--- config.mk ---
export PLATFORM = sky130hd
export DESIGN_NAME = iva_lane
export DESIGN_NICKNAME = d
export VERILOG_FILES = /design/src/hw/rtl/iva_pkg.sv /design/src/hw/rtl/iva_lane.sv
export SDC_FILE = /design/constraint.sdc
export NUM_CORES = 2
export LEC_CHECK = 0
export ABC_AREA = 0
export BUFFER_PORTS_ARGS = -buffer_cell sky130_fd_sc_hd__clkbuf_2
export CORE_ASPECT_RATIO = 0.8
export CORE_MARGIN = 5
export CORE_UTILIZATION = 35
export DETAILED_ROUTE_END_ITERATION = 16
export SETUP_SLACK_MARGIN = 0.02
export SLEW_MARGIN = 15
export SYNTH_ARGS = -nofsm -noshare
export SYNTH_HDL_FRONTEND = slang
export SYNTH_SLANG_ARGS = --single-unit
--- constraint.sdc ---
create_clock -name vclk -period 7.84
set_input_delay 0.392 -clock vclk [all_inputs]
set_output_delay 0.392 -clock vclk [all_outputs]
set_load 0.005 [all_outputs]
--- src/hw/rtl/iva_pkg.sv ---
`default_nettype none
package iva_pkg;

  localparam int LANES  = 4;
  localparam int LANE_W = 32;
  localparam int SEL_W  = 2;
  localparam int SH_W   = 5;

  typedef logic [LANE_W-1:0] lane_t;

  typedef enum logic [4:0] {
    OP_PASS       = 5'd0,
    OP_ZERO       = 5'd1,
    OP_SPLAT      = 5'd2,
    OP_BOOL       = 5'd3,
    OP_ABS        = 5'd4,
    OP_NEG        = 5'd5,
    OP_NOT        = 5'd6,
    OP_ADD        = 5'd7,
    OP_SUB        = 5'd8,
    OP_MUL        = 5'd9,
    OP_AND        = 5'd10,
    OP_OR         = 5'd11,
    OP_XOR        = 5'd12,
    OP_MIN        = 5'd13,
    OP_MAX        = 5'd14,
    OP_LT         = 5'd15,
    OP_EQ         = 5'd16,
    OP_GT         = 5'd17,
    OP_SHUFFLE    = 5'd18,
    OP_SHUFFLEMIX = 5'd19,
    OP_SHL        = 5'd20,
    OP_SHRL       = 5'd21,
    OP_SHRA       = 5'd22,
    OP_SELECT     = 5'd23,
    OP_SIGNMASK   = 5'd24
  } op_t;

  typedef struct packed {
    op_t             op;
    logic [SH_W-1:0] sh;
  } lane_ctrl_t;

  typedef struct packed {
    logic [2*LANE_W-1:0] r_xy;
    logic [2*LANE_W-1:0] r_zw;
    logic [LANES-1:0]    sign_bits;
  } result_t;

endpackage
`default_nettype wire

--- src/hw/rtl/iva_lane.sv ---
`default_nettype none
module iva_lane
  import iva_pkg::*;
(
  input  wire lane_ctrl_t ctrl,
  input  wire lane_t      a,
  input  wire lane_t      b,
  input  wire lane_t      c,
  input  wire lane_t      splat,
  input  wire lane_t      shuf,
  output lane_t           r
);

  lane_t neg_a;
  lane_t prod;
  logic  a_lt_b;
  logic  b_lt_a;

  assign neg_a  = lane_t'(0) - a;
  assign prod   = a * b;
  assign a_lt_b = $signed(a) < $signed(b);
  assign b_lt_a = $signed(b) < $signed(a);

  always_comb begin
    case (ctrl.op)
      OP_PASS:       r = a;
      OP_ZERO:       r = '0;
      OP_SPLAT:      r = splat;
      OP_BOOL:       r = (a != '0) ? '1 : '0;
      OP_ABS:        r = a[LANE_W-1] ? neg_a : a;
      OP_NEG:        r = neg_a;
      OP_NOT:        r = ~a;
      OP_ADD:        r = a + b;
      OP_SUB:        r = a - b;
      OP_MUL:        r = prod;
      OP_AND:        r = a & b;
      OP_OR:         r = a | b;
      OP_XOR:        r = a ^ b;
      OP_MIN:        r = a_lt_b ? a : b;
      OP_MAX:        r = b_lt_a ? a : b;
      OP_LT:         r = a_lt_b ? '1 : '0;
      OP_EQ:         r = (a == b) ? '1 : '0;
      OP_GT:         r = b_lt_a ? '1 : '0;
      OP_SHUFFLE:    r = shuf;
      OP_SHUFFLEMIX: r = shuf;
      OP_SHL:        r = a << ctrl.sh;
      OP_SHRL:       r = a >> ctrl.sh;
      OP_SHRA:       r = lane_t'($signed(a) >>> ctrl.sh);
      OP_SELECT:     r = (a & b) | (~a & c);
      default:       r = '0;
    endcase
  end

endmodule
`default_nettype wire

==> impl_metrics.yaml <==
sta:
  timing.slew.headroom: 0.105
  finalMaxSlewViolations: 0
  hold_violations: 0
  tightest_slew_ns: 1.34
  fmax_mhz: 127
  hold_ws_ns: 1.40
  grt_setup_unrepaired: "yes"
  post-route-min-period_ns: 7.87
  post-route-period-util: 1.00
  setup_violations: 2
  worst_slack_ns: -0.0329
global_route:
  grt_max_degree: 58
  track_usage: 0.366
  grt_pass1_wl_um: 222000
  antenna_found_initial: 14
  overflow: 0
  grt_pass1_vias: 29800
yosys:
  synth_area_um2: 27000
  synthCells: 3536
  syn_avg_cell_area_um2: 7.65
  synth.most_common_cell: "nor2_1"
  ys_top_cells_by_area: "fa_1 30%, ha_1 12%, nor2_1 7.3%"
  yosysTopAreaCellShare: 0.304
  synth-seq-area-share: 0
  yosys_warnings: 0
  synthTopCellsByCount: "528 x nor2_1, 462 x inv_1, 410 x fa_1"
  synth.largest_area_cell: "fa_1"
  yosysUniqueCellTypes: 83
  syn_nets: 4369
worst_setup_path:
  crit_fanout: 6
  path_class: "input port to output port"
  critical_path_arrival_ns: 7.48
  critPathBufInv: 8
  critPathLaunchType: "input port"
  slowest_stage: "fa_1"
  required_ns: 7.45
  slowest_delay_ns: 0.58
  end_kind: "output port"
  cp_common_cell: "fa_1"
  path_delay_family: "adder cells"
drt:
  firstDrtPassIters: 9
  wire_per_inst_um: 32.0
  drt_iter0_drc: 4459
  drc_errors: 0
  num_vias: 30500
  finalWirelength_um: 158000
  vias_per_cell: 6.17
  ant_nets: 0
floorplanning:
  die_h_um: 259
  start_util: 0.352
  dieWidth_um: 321
  coreArea_um2: 76900
  die_area_um2: 83000
  placementRows: 91
  io_pins: 202
final_layout:
  final_layout_size_suffix_gt1_frac: 0.225
  regArea_um2: 0
  final_nets: 4747
  syn_to_final_growth_pct: 22.2
  fin_area_um2: 33100
  design.seq.count: 0
  fin_util: 0.430
  clkbuf_count: 0
status:
  status: "finished, violations left"
  violations: "negative setup slack"
placement:
  portBuffers: 202
  gp_congestion: 1.06
  dp_hpwl_um: 128000
  dpl_cell_area_um2: 31700
flow_run:
  maxCapViolations: 0
min_path:
  whs_path_depth: 6
  min_to: "r[4]"
  worstHoldStart: "shuf[4]"
  worstHoldPathType: "input port to output port"
clock_tree:
  cts_hold_buf: 0
[cell usage in the layout, fill, tap and decap left out, types with 38 or more instances in the layout]
cell | netlist | routed
clkbuf_2 | 1 | 176
nor2_1 | 528 | 492
nor3_1 | 51 | 44
a221oi_1 | 38 | 38
nand2_1 | 365 | 363
mux2i_1 | 89 | 89
o21ai_0 | 129 | 122
ha_1 | 253 | 239
fa_1 | 410 | 390
a211oi_1 | 55 | 54
xnor2_1 | 86 | 84
inv_1 | 462 | 433
a21oi_1 | 194 | 184
buf_4 | 0 | 369
mux4_2 | 48 | 48
[logic make-up after synthesis]
kind of cell    Yosys count  synth area share
fa+ha+maj               663             0.421
simple gates           1134             0.178
compound gates          735             0.183
mux                     152            0.0792
xor+xnor                110            0.0356
buf+inv                 742             0.104
[worst max-delay path by stage]
stage | start | endpoint | slack [ns] | cells past startpoint
global placement | b[16] | r[26] | -0.58 | 25
CTS | b[16] | r[26] | -0.05 | 24
detailed placement | a[6] | r[26] | -0.59 | 25
finish | b[3] | r[26] | -0.03 | 26
floorplan | a[18] | r[30] | 0.07 | 26
global route | a[7] | r[20] | -0.18 | 26
[what timing repair did]
| item | CTS | global route |
|---|---|---|
| setup endpoints to repair | 14 | 17 |
| setup buffers | 11 | 34 |
| pin swaps | 29 | 92 |
| cloned | 0 | 2 |
| gates resized for setup | 64 | 210 |
[area by class of cell]
class | instances | area [um^2]
Antenna cell | 7 | 17.5
Fill cell | 7989 | 43800
Inverter | 484 | 1900
Multi-Input combinational cell | 2794 | 24900
Tap cell | 1023 | 1280
Timing Repair Buffer | 634 | 4940
[routing by layer]
layer	vias up	wire, um	GRT usage
li1	12600	-	-
met1	15000	63500	0.516
met2	2383	62200	0.513
met3	472	23700	0.127
met4	16	8530	0.140
met5	-	103	0
[metrics by stage]
step                worst slack (ns)  setup TNS (ns)  instances
finish                       -0.0329         -0.0562       4942
global route                  -0.182          -0.986       4938
CTS                          -0.0548         -0.0602       4899
detailed placement            -0.592           -2.95       4888
global placement              -0.585           -2.62       4888
floorplan                     0.0713               0       3536
[tightest hold or removal path, cell delays in order]
cell and delay, ns:
clkbuf_2 0.12, a211oi_1 0.08, o211ai_1 0.07, a2111oi_0 0.10, o221ai_1 0.10, clkbuf_2 0.14
Power is left out: the tool's default activity adds up to more than one toggle a clock period on the data nets, which glitch-free logic cannot reach.
