### src/hw/rtl/iva_pkg.sv
`default_nettype none
package iva_pkg;

  localparam int LANES  = 4;
  localparam int LANE_W = 32;
  localparam int SEL_W  = 2;
  localparam int SH_W   = 5;

  typedef logic [LANE_W-1:0] lane_t;

  typedef enum logic [4:0] {
    OP_PASS       = 5'd0,
    OP_ZERO       = 5'd1,
    OP_SPLAT      = 5'd2,
    OP_BOOL       = 5'd3,
    OP_ABS        = 5'd4,
    OP_NEG        = 5'd5,
    OP_NOT        = 5'd6,
    OP_ADD        = 5'd7,
    OP_SUB        = 5'd8,
    OP_MUL        = 5'd9,
    OP_AND        = 5'd10,
    OP_OR         = 5'd11,
    OP_XOR        = 5'd12,
    OP_MIN        = 5'd13,
    OP_MAX        = 5'd14,
    OP_LT         = 5'd15,
    OP_EQ         = 5'd16,
    OP_GT         = 5'd17,
    OP_SHUFFLE    = 5'd18,
    OP_SHUFFLEMIX = 5'd19,
    OP_SHL        = 5'd20,
    OP_SHRL       = 5'd21,
    OP_SHRA       = 5'd22,
    OP_SELECT     = 5'd23,
    OP_SIGNMASK   = 5'd24
  } op_t;

  typedef struct packed {
    op_t             op;
    logic [SH_W-1:0] sh;
  } lane_ctrl_t;

  typedef struct packed {
    logic [2*LANE_W-1:0] r_xy;
    logic [2*LANE_W-1:0] r_zw;
    logic [LANES-1:0]    sign_bits;
  } result_t;

endpackage
`default_nettype wire

### src/hw/rtl/iva_merge.sv
`default_nettype none
module iva_merge
  import iva_pkg::*;
(
  input  wire                  clk,
  input  wire                  rst,
  input  wire                  in_valid,
  output logic                 in_stall,
  input  wire lane_t           lane_r [LANES],
  input  wire [LANES-1:0]      signs,
  output logic                 out_valid,
  input  wire                  out_stall,
  output logic [2*LANE_W-1:0]  r_xy,
  output logic [2*LANE_W-1:0]  r_zw,
  output logic [LANES-1:0]     sign_bits
);

  result_t packed_res;
  result_t main_res;
  result_t skid_res;
  logic    skid_valid;
  logic    accept;
  logic    main_free;

  // lanes x and y in the first word, z and w in the second
  assign packed_res.r_xy      = {lane_r[1], lane_r[0]};
  assign packed_res.r_zw      = {lane_r[3], lane_r[2]};
  assign packed_res.sign_bits = signs;

  assign in_stall  = skid_valid;
  assign accept    = in_valid && !skid_valid;
  assign main_free = !out_valid || !out_stall;

  always_ff @(posedge clk) begin
    if (rst) begin
      out_valid  <= 1'b0;
      skid_valid <= 1'b0;
    end else if (main_free) begin
      if (skid_valid) begin
        out_valid  <= 1'b1;
        skid_valid <= 1'b0;
      end else begin
        out_valid <= accept;
      end
    end else if (accept) begin
      skid_valid <= 1'b1;
    end
  end

  always_ff @(posedge clk) begin
    if (main_free) begin
      if (skid_valid) begin
        main_res <= skid_res;
      end else if (accept) begin
        main_res <= packed_res;
      end
    end else if (accept) begin
      skid_res <= packed_res;
    end
  end

  assign r_xy      = main_res.r_xy;
  assign r_zw      = main_res.r_zw;
  assign sign_bits = main_res.sign_bits;

  a_skid_needs_main: assert property (@(posedge clk) disable iff (rst)
    skid_valid |-> out_valid)
    else $error("skid holds a transfer while output register is empty");

  a_stalled_accept_to_skid: assert property (@(posedge clk) disable iff (rst)
    (out_valid && out_stall && accept) |=> skid_valid)
    else $error("transfer taken under stall did not land in skid");

  a_skid_drains: assert property (@(posedge clk) disable iff (rst)
    (skid_valid && !out_stall) |=> (out_valid && !skid_valid))
    else $error("skid did not move to output register");

  a_skid_holds: assert property (@(posedge clk) disable iff (rst)
    (skid_valid && out_stall) |=> (skid_valid && $stable(skid_res)))
    else $error("skid content changed while stalled");

endmodule
`default_nettype wire

### config.mk
export PLATFORM = sky130hd
export DESIGN_NAME = iva_merge
export DESIGN_NICKNAME = d
export VERILOG_FILES = /design/src/hw/rtl/iva_pkg.sv /design/src/hw/rtl/iva_merge.sv
export SDC_FILE = /design/constraint.sdc
export NUM_CORES = 1
export LEC_CHECK = 0
export BUFFER_PORTS_ARGS = -buffer_cell sky130_fd_sc_hd__buf_4
export CORE_ASPECT_RATIO = 0.5
export CORE_MARGIN = 4
export CORE_UTILIZATION = 52
export DETAILED_ROUTE_END_ITERATION = 6
export HOLD_SLACK_MARGIN = 0.15
export PLACE_DENSITY = 0.79
export SYNTH_ARGS = -nofsm -noshare
export SYNTH_HDL_FRONTEND = slang
export SYNTH_SLANG_ARGS = --single-unit
### constraint.sdc
create_clock -name clk -period 15.2 [get_ports clk]
set_clock_uncertainty 0.05 [all_clocks]
set_input_delay 0.76 -clock clk [delete_from_list [all_inputs] [get_ports clk]]
set_output_delay 0.76 -clock clk [all_outputs]
set_load 0.02 [all_outputs]
==> results by group <==
Clock tree
  • Root Driver: clkbuf_16
  • CTS resizes: 0
  • Worst-Skew Late Latency: 0.51 ns
  • Clock tree sinks: approximately 270
  • CTS H-Tree Depth: 1
  • CTS Hold Buffers Added: 0
  • CTS tree: built
  • Cts bufs inserted: 23
  • CTS max path bufs: 3
  • CTS clk-pin slew, worst paths: about 0.070 ns
  • Post-CTS setup buffer count: 0

Worst setup path
  • Startpoint types: register
  • CP Cell Sequence: nor2_1 -> a21oi_4 -> buf_4 -> buf_4
  • Data arrival time of the worst path: between 3 and 4 ns
  • R2R depth: 4
  • Crit Path Class: register to register
  • Crit path top cell by count: buf_4
  • Slowest cell on crit path: buf_4
  • Largest delay share family, worst path: buffers and inverters
  • Critical R2R Launch: in_stall
  • Worst EP required: ~15 ns
  • WP buf/inv: 2
  • Crit Path Max Fanout: 80
  • Crit. path cell count: 4
  • Reg-to-reg slack, setup: approximately 12 ns
  • Critical Path Max Stage Delay: just over 0.9 ns
  • Worst r2r dst: r_zw[23]
  • Crit. End Element: register
  • CP Launch Point: in_stall
  • Crit path capture: r_zw[23]

Floorplan
  • Effective utilization at floorplan: 0.532
  • Placement Rows: 35
  • Die Wd: 202 um
  • Core footprint: 18500 um^2
  • Die height: around 110 um
  • Die area: roughly 21000 um^2
  • IO Pins: between 200 and 300

Synthesis
  • Share of the synthesized area in the top cell type: 0.807
  • Synth Area in XOR/XNOR: 0
  • Mapped Cells: roughly 420
  • Syn_area_per_cell: about 23 um^2
  • Flops & latches, synth: between 200 and 300
  • Mux cell area share after synthesis: 0.173
  • Synth Area in Simple Gates: 0.00204
  • Synth cell types: 11
  • Mapped Nets: between 500 and 600
  • Register area share after synthesis: 0.811
  • Complex-gate fraction of the synthesized area: 0.00102
  • Synth top area cells: edfxtp_1 (81%), mux2_4 (8.9%), mux2_2 (8.5%)
  • Most area-hungry cell type in the Yosys netlist: edfxtp_1
  • Syn. warnings: 0
  • Largest family of logic cells by synthesized area: multiplexers
  • Synthesized area: roughly 10000 um^2
  • Post-Synth Adder-Cell Area: 0

Finish
  • Layout Nets: 840
  • Final Non-Filler Cells: a little under 1000
  • Share of layout cells above drive strength 1: 0.616
  • Area Overhead vs Synth: 30.9%
  • # diodes: 0
  • Fillers: around 1200

Route
  • Post-DRT Antenna Nets: 0
  • Drt first pass iters: 6
  • Via-to-Cell Ratio: 4.92
  • Post-route DRC: 0
  • Vias: roughly 4800
  • DR WL/cell: just under 20 um
  • Routed WL: 19300 um
  • Initial drt markers: 269

Place
  • Routability cong.: slightly above 0.7
  • Post-DP HPWL: around 13000 um
  • Dpl cells: 938
  • IO buf count: roughly 270

Timing
  • Slew @ Worst Pin: roughly 1.1 ns
  • Final period util: 0.205
  • RSZ-0062 raised after global routing: no
  • Min Tclk post-route: 3.11 ns
  • Final setup vio count: 0
  • Slew HR: 0.285
  • Max Fclk: 0.321 GHz
  • Final Hold Viols: 0
  • Post-route setup TNS: 0 ns
  • Final Max Tran Viols: 0

Power and ir drop
  • Worst vdd ir: between 0.09 and 0.1 mV
  • Leak: 4.87 nW
  • Power Dens Cells: 124 nW/um^2

GRT
  • Initial antenna violation count: 0
  • Pin count of the biggest net entering global routing: 81
  • Total grt overflow: 0
  • Vias in the first global route: 5065
  • First-pass GRT wire length: between 20000 and 30000 um
  • Overall Global Routing Usage: 0.173

Outcome
  • Outcome: complete, no violations

Flow run
  • # Max-Cap Violations: 0

Hold path
  • Tightest Hold Check Type: input port to register
cells in the mapped netlist:
library cell / n
a21oi_1: 2
buf_2: 7
buf_6: 8
dfxtp_1: 2
edfxtp_1: 264
mux2_2: 74
mux2_4: 58
nand2_1: 1
nor2_1: 1
nor3_1: 1
nor3b_1: 1
flip-flops by register name, indices dropped and copies added, names as in the netlist:
register   cells
skid_res     132
r_xy          64
r_zw          64
sign_bits      4
in_stall       1
out_valid      1
where the power goes:
group,switching (mW),internal (mW)
Sequential,0.0107,0.847
Clock,0.249,0.338
Combinational,0.0740,0.0735
Total,0.334,1.26
layout make-up:
cell class              count  area, um^2  area share
repair buffers            275        2060       0.161
flip-flops and latches    266        7970       0.620
well taps                 259         324      0.0252
multi-input cells         138        1750       0.136
clock inverters            11         136      0.0106
clock buffers              31         616      0.0479
stage by stage:
step	setup slack [ns]	utilization	total power [mW]	area (um^2)	hold WS [ns]
final	12.09	0.696	1.59	12900	0.358
after global routing	11.86	0.696	1.65	12900	0.339
after CTS	12.04	0.696	1.61	12900	0.341
after detailed placement	11.99	0.655	1.02	12100	0.483
after global placement	12.05	0.655	1.02	12100	0.475
after floorplan	3.90	-	0.950	9830	0.473
worst min-delay path by stage:
stage             startpoint       end  slack [ns]  cells after the start
6_report                 rst  in_stall        0.36                      2
5_1_grt                  rst  in_stall        0.34                      2
4_1_cts                  rst  in_stall        0.34                      2
3_5_place_dp   skid_res[131]  r_xy[63]        0.48                      1
3_3_place_gp    skid_res[19]  r_zw[15]        0.48                      1
2_1_floorplan  skid_res[128]  r_xy[60]        0.47                      1
per-layer routing:
metal  track usage  vias to the layer above  share of wire
li1              -                     2251              -
met2         0.314                      133           0.54
met5             0                        -              0
met3        0.0329                       36          0.045
met4        0.0542                        0          0.028
met1         0.212                     2401           0.39
worst reg2reg max path, cell delays in order, from the launching register on:
cell and delay (ns):
dfxtp_4 0.74, nor2_1 0.21, a21oi_4 0.15, buf_4 0.57, buf_4 0.94
layout by cell type (no fill, tap or decap):
| master | instances |
|---|---|
| inv_6 | 2 |
| nor3b_2 | 1 |
| dfxtp_1 | 1 |
| bufinv_16 | 3 |
| clkinv_1 | 1 |
| nor2_1 | 1 |
| a21oi_1 | 1 |
| nand2_1 | 1 |
| a21oi_4 | 1 |
| clkbuf_1 | 7 |
| edfxtp_1 | 264 |
| mux2_4 | 58 |
| nor3_1 | 1 |
| clkinv_2 | 5 |
| dfxtp_4 | 1 |
| clkbuf_8 | 1 |
| clkbuf_16 | 23 |
| mux2_2 | 74 |
| buf_4 | 275 |
cells by family (layout without fill, tap and decap cells):
| logic type | count (synthesis) | count (layout) |
|---|---|---|
| AOI/OAI and AO/OA | 2 | 2 |
| buffers and inverters | 15 | 317 |
| DFF | 266 | 266 |
| muxes | 132 | 132 |
| and+or+nand+nor | 4 | 4 |
No activity file was read; power rests on OpenSTA's default activity.
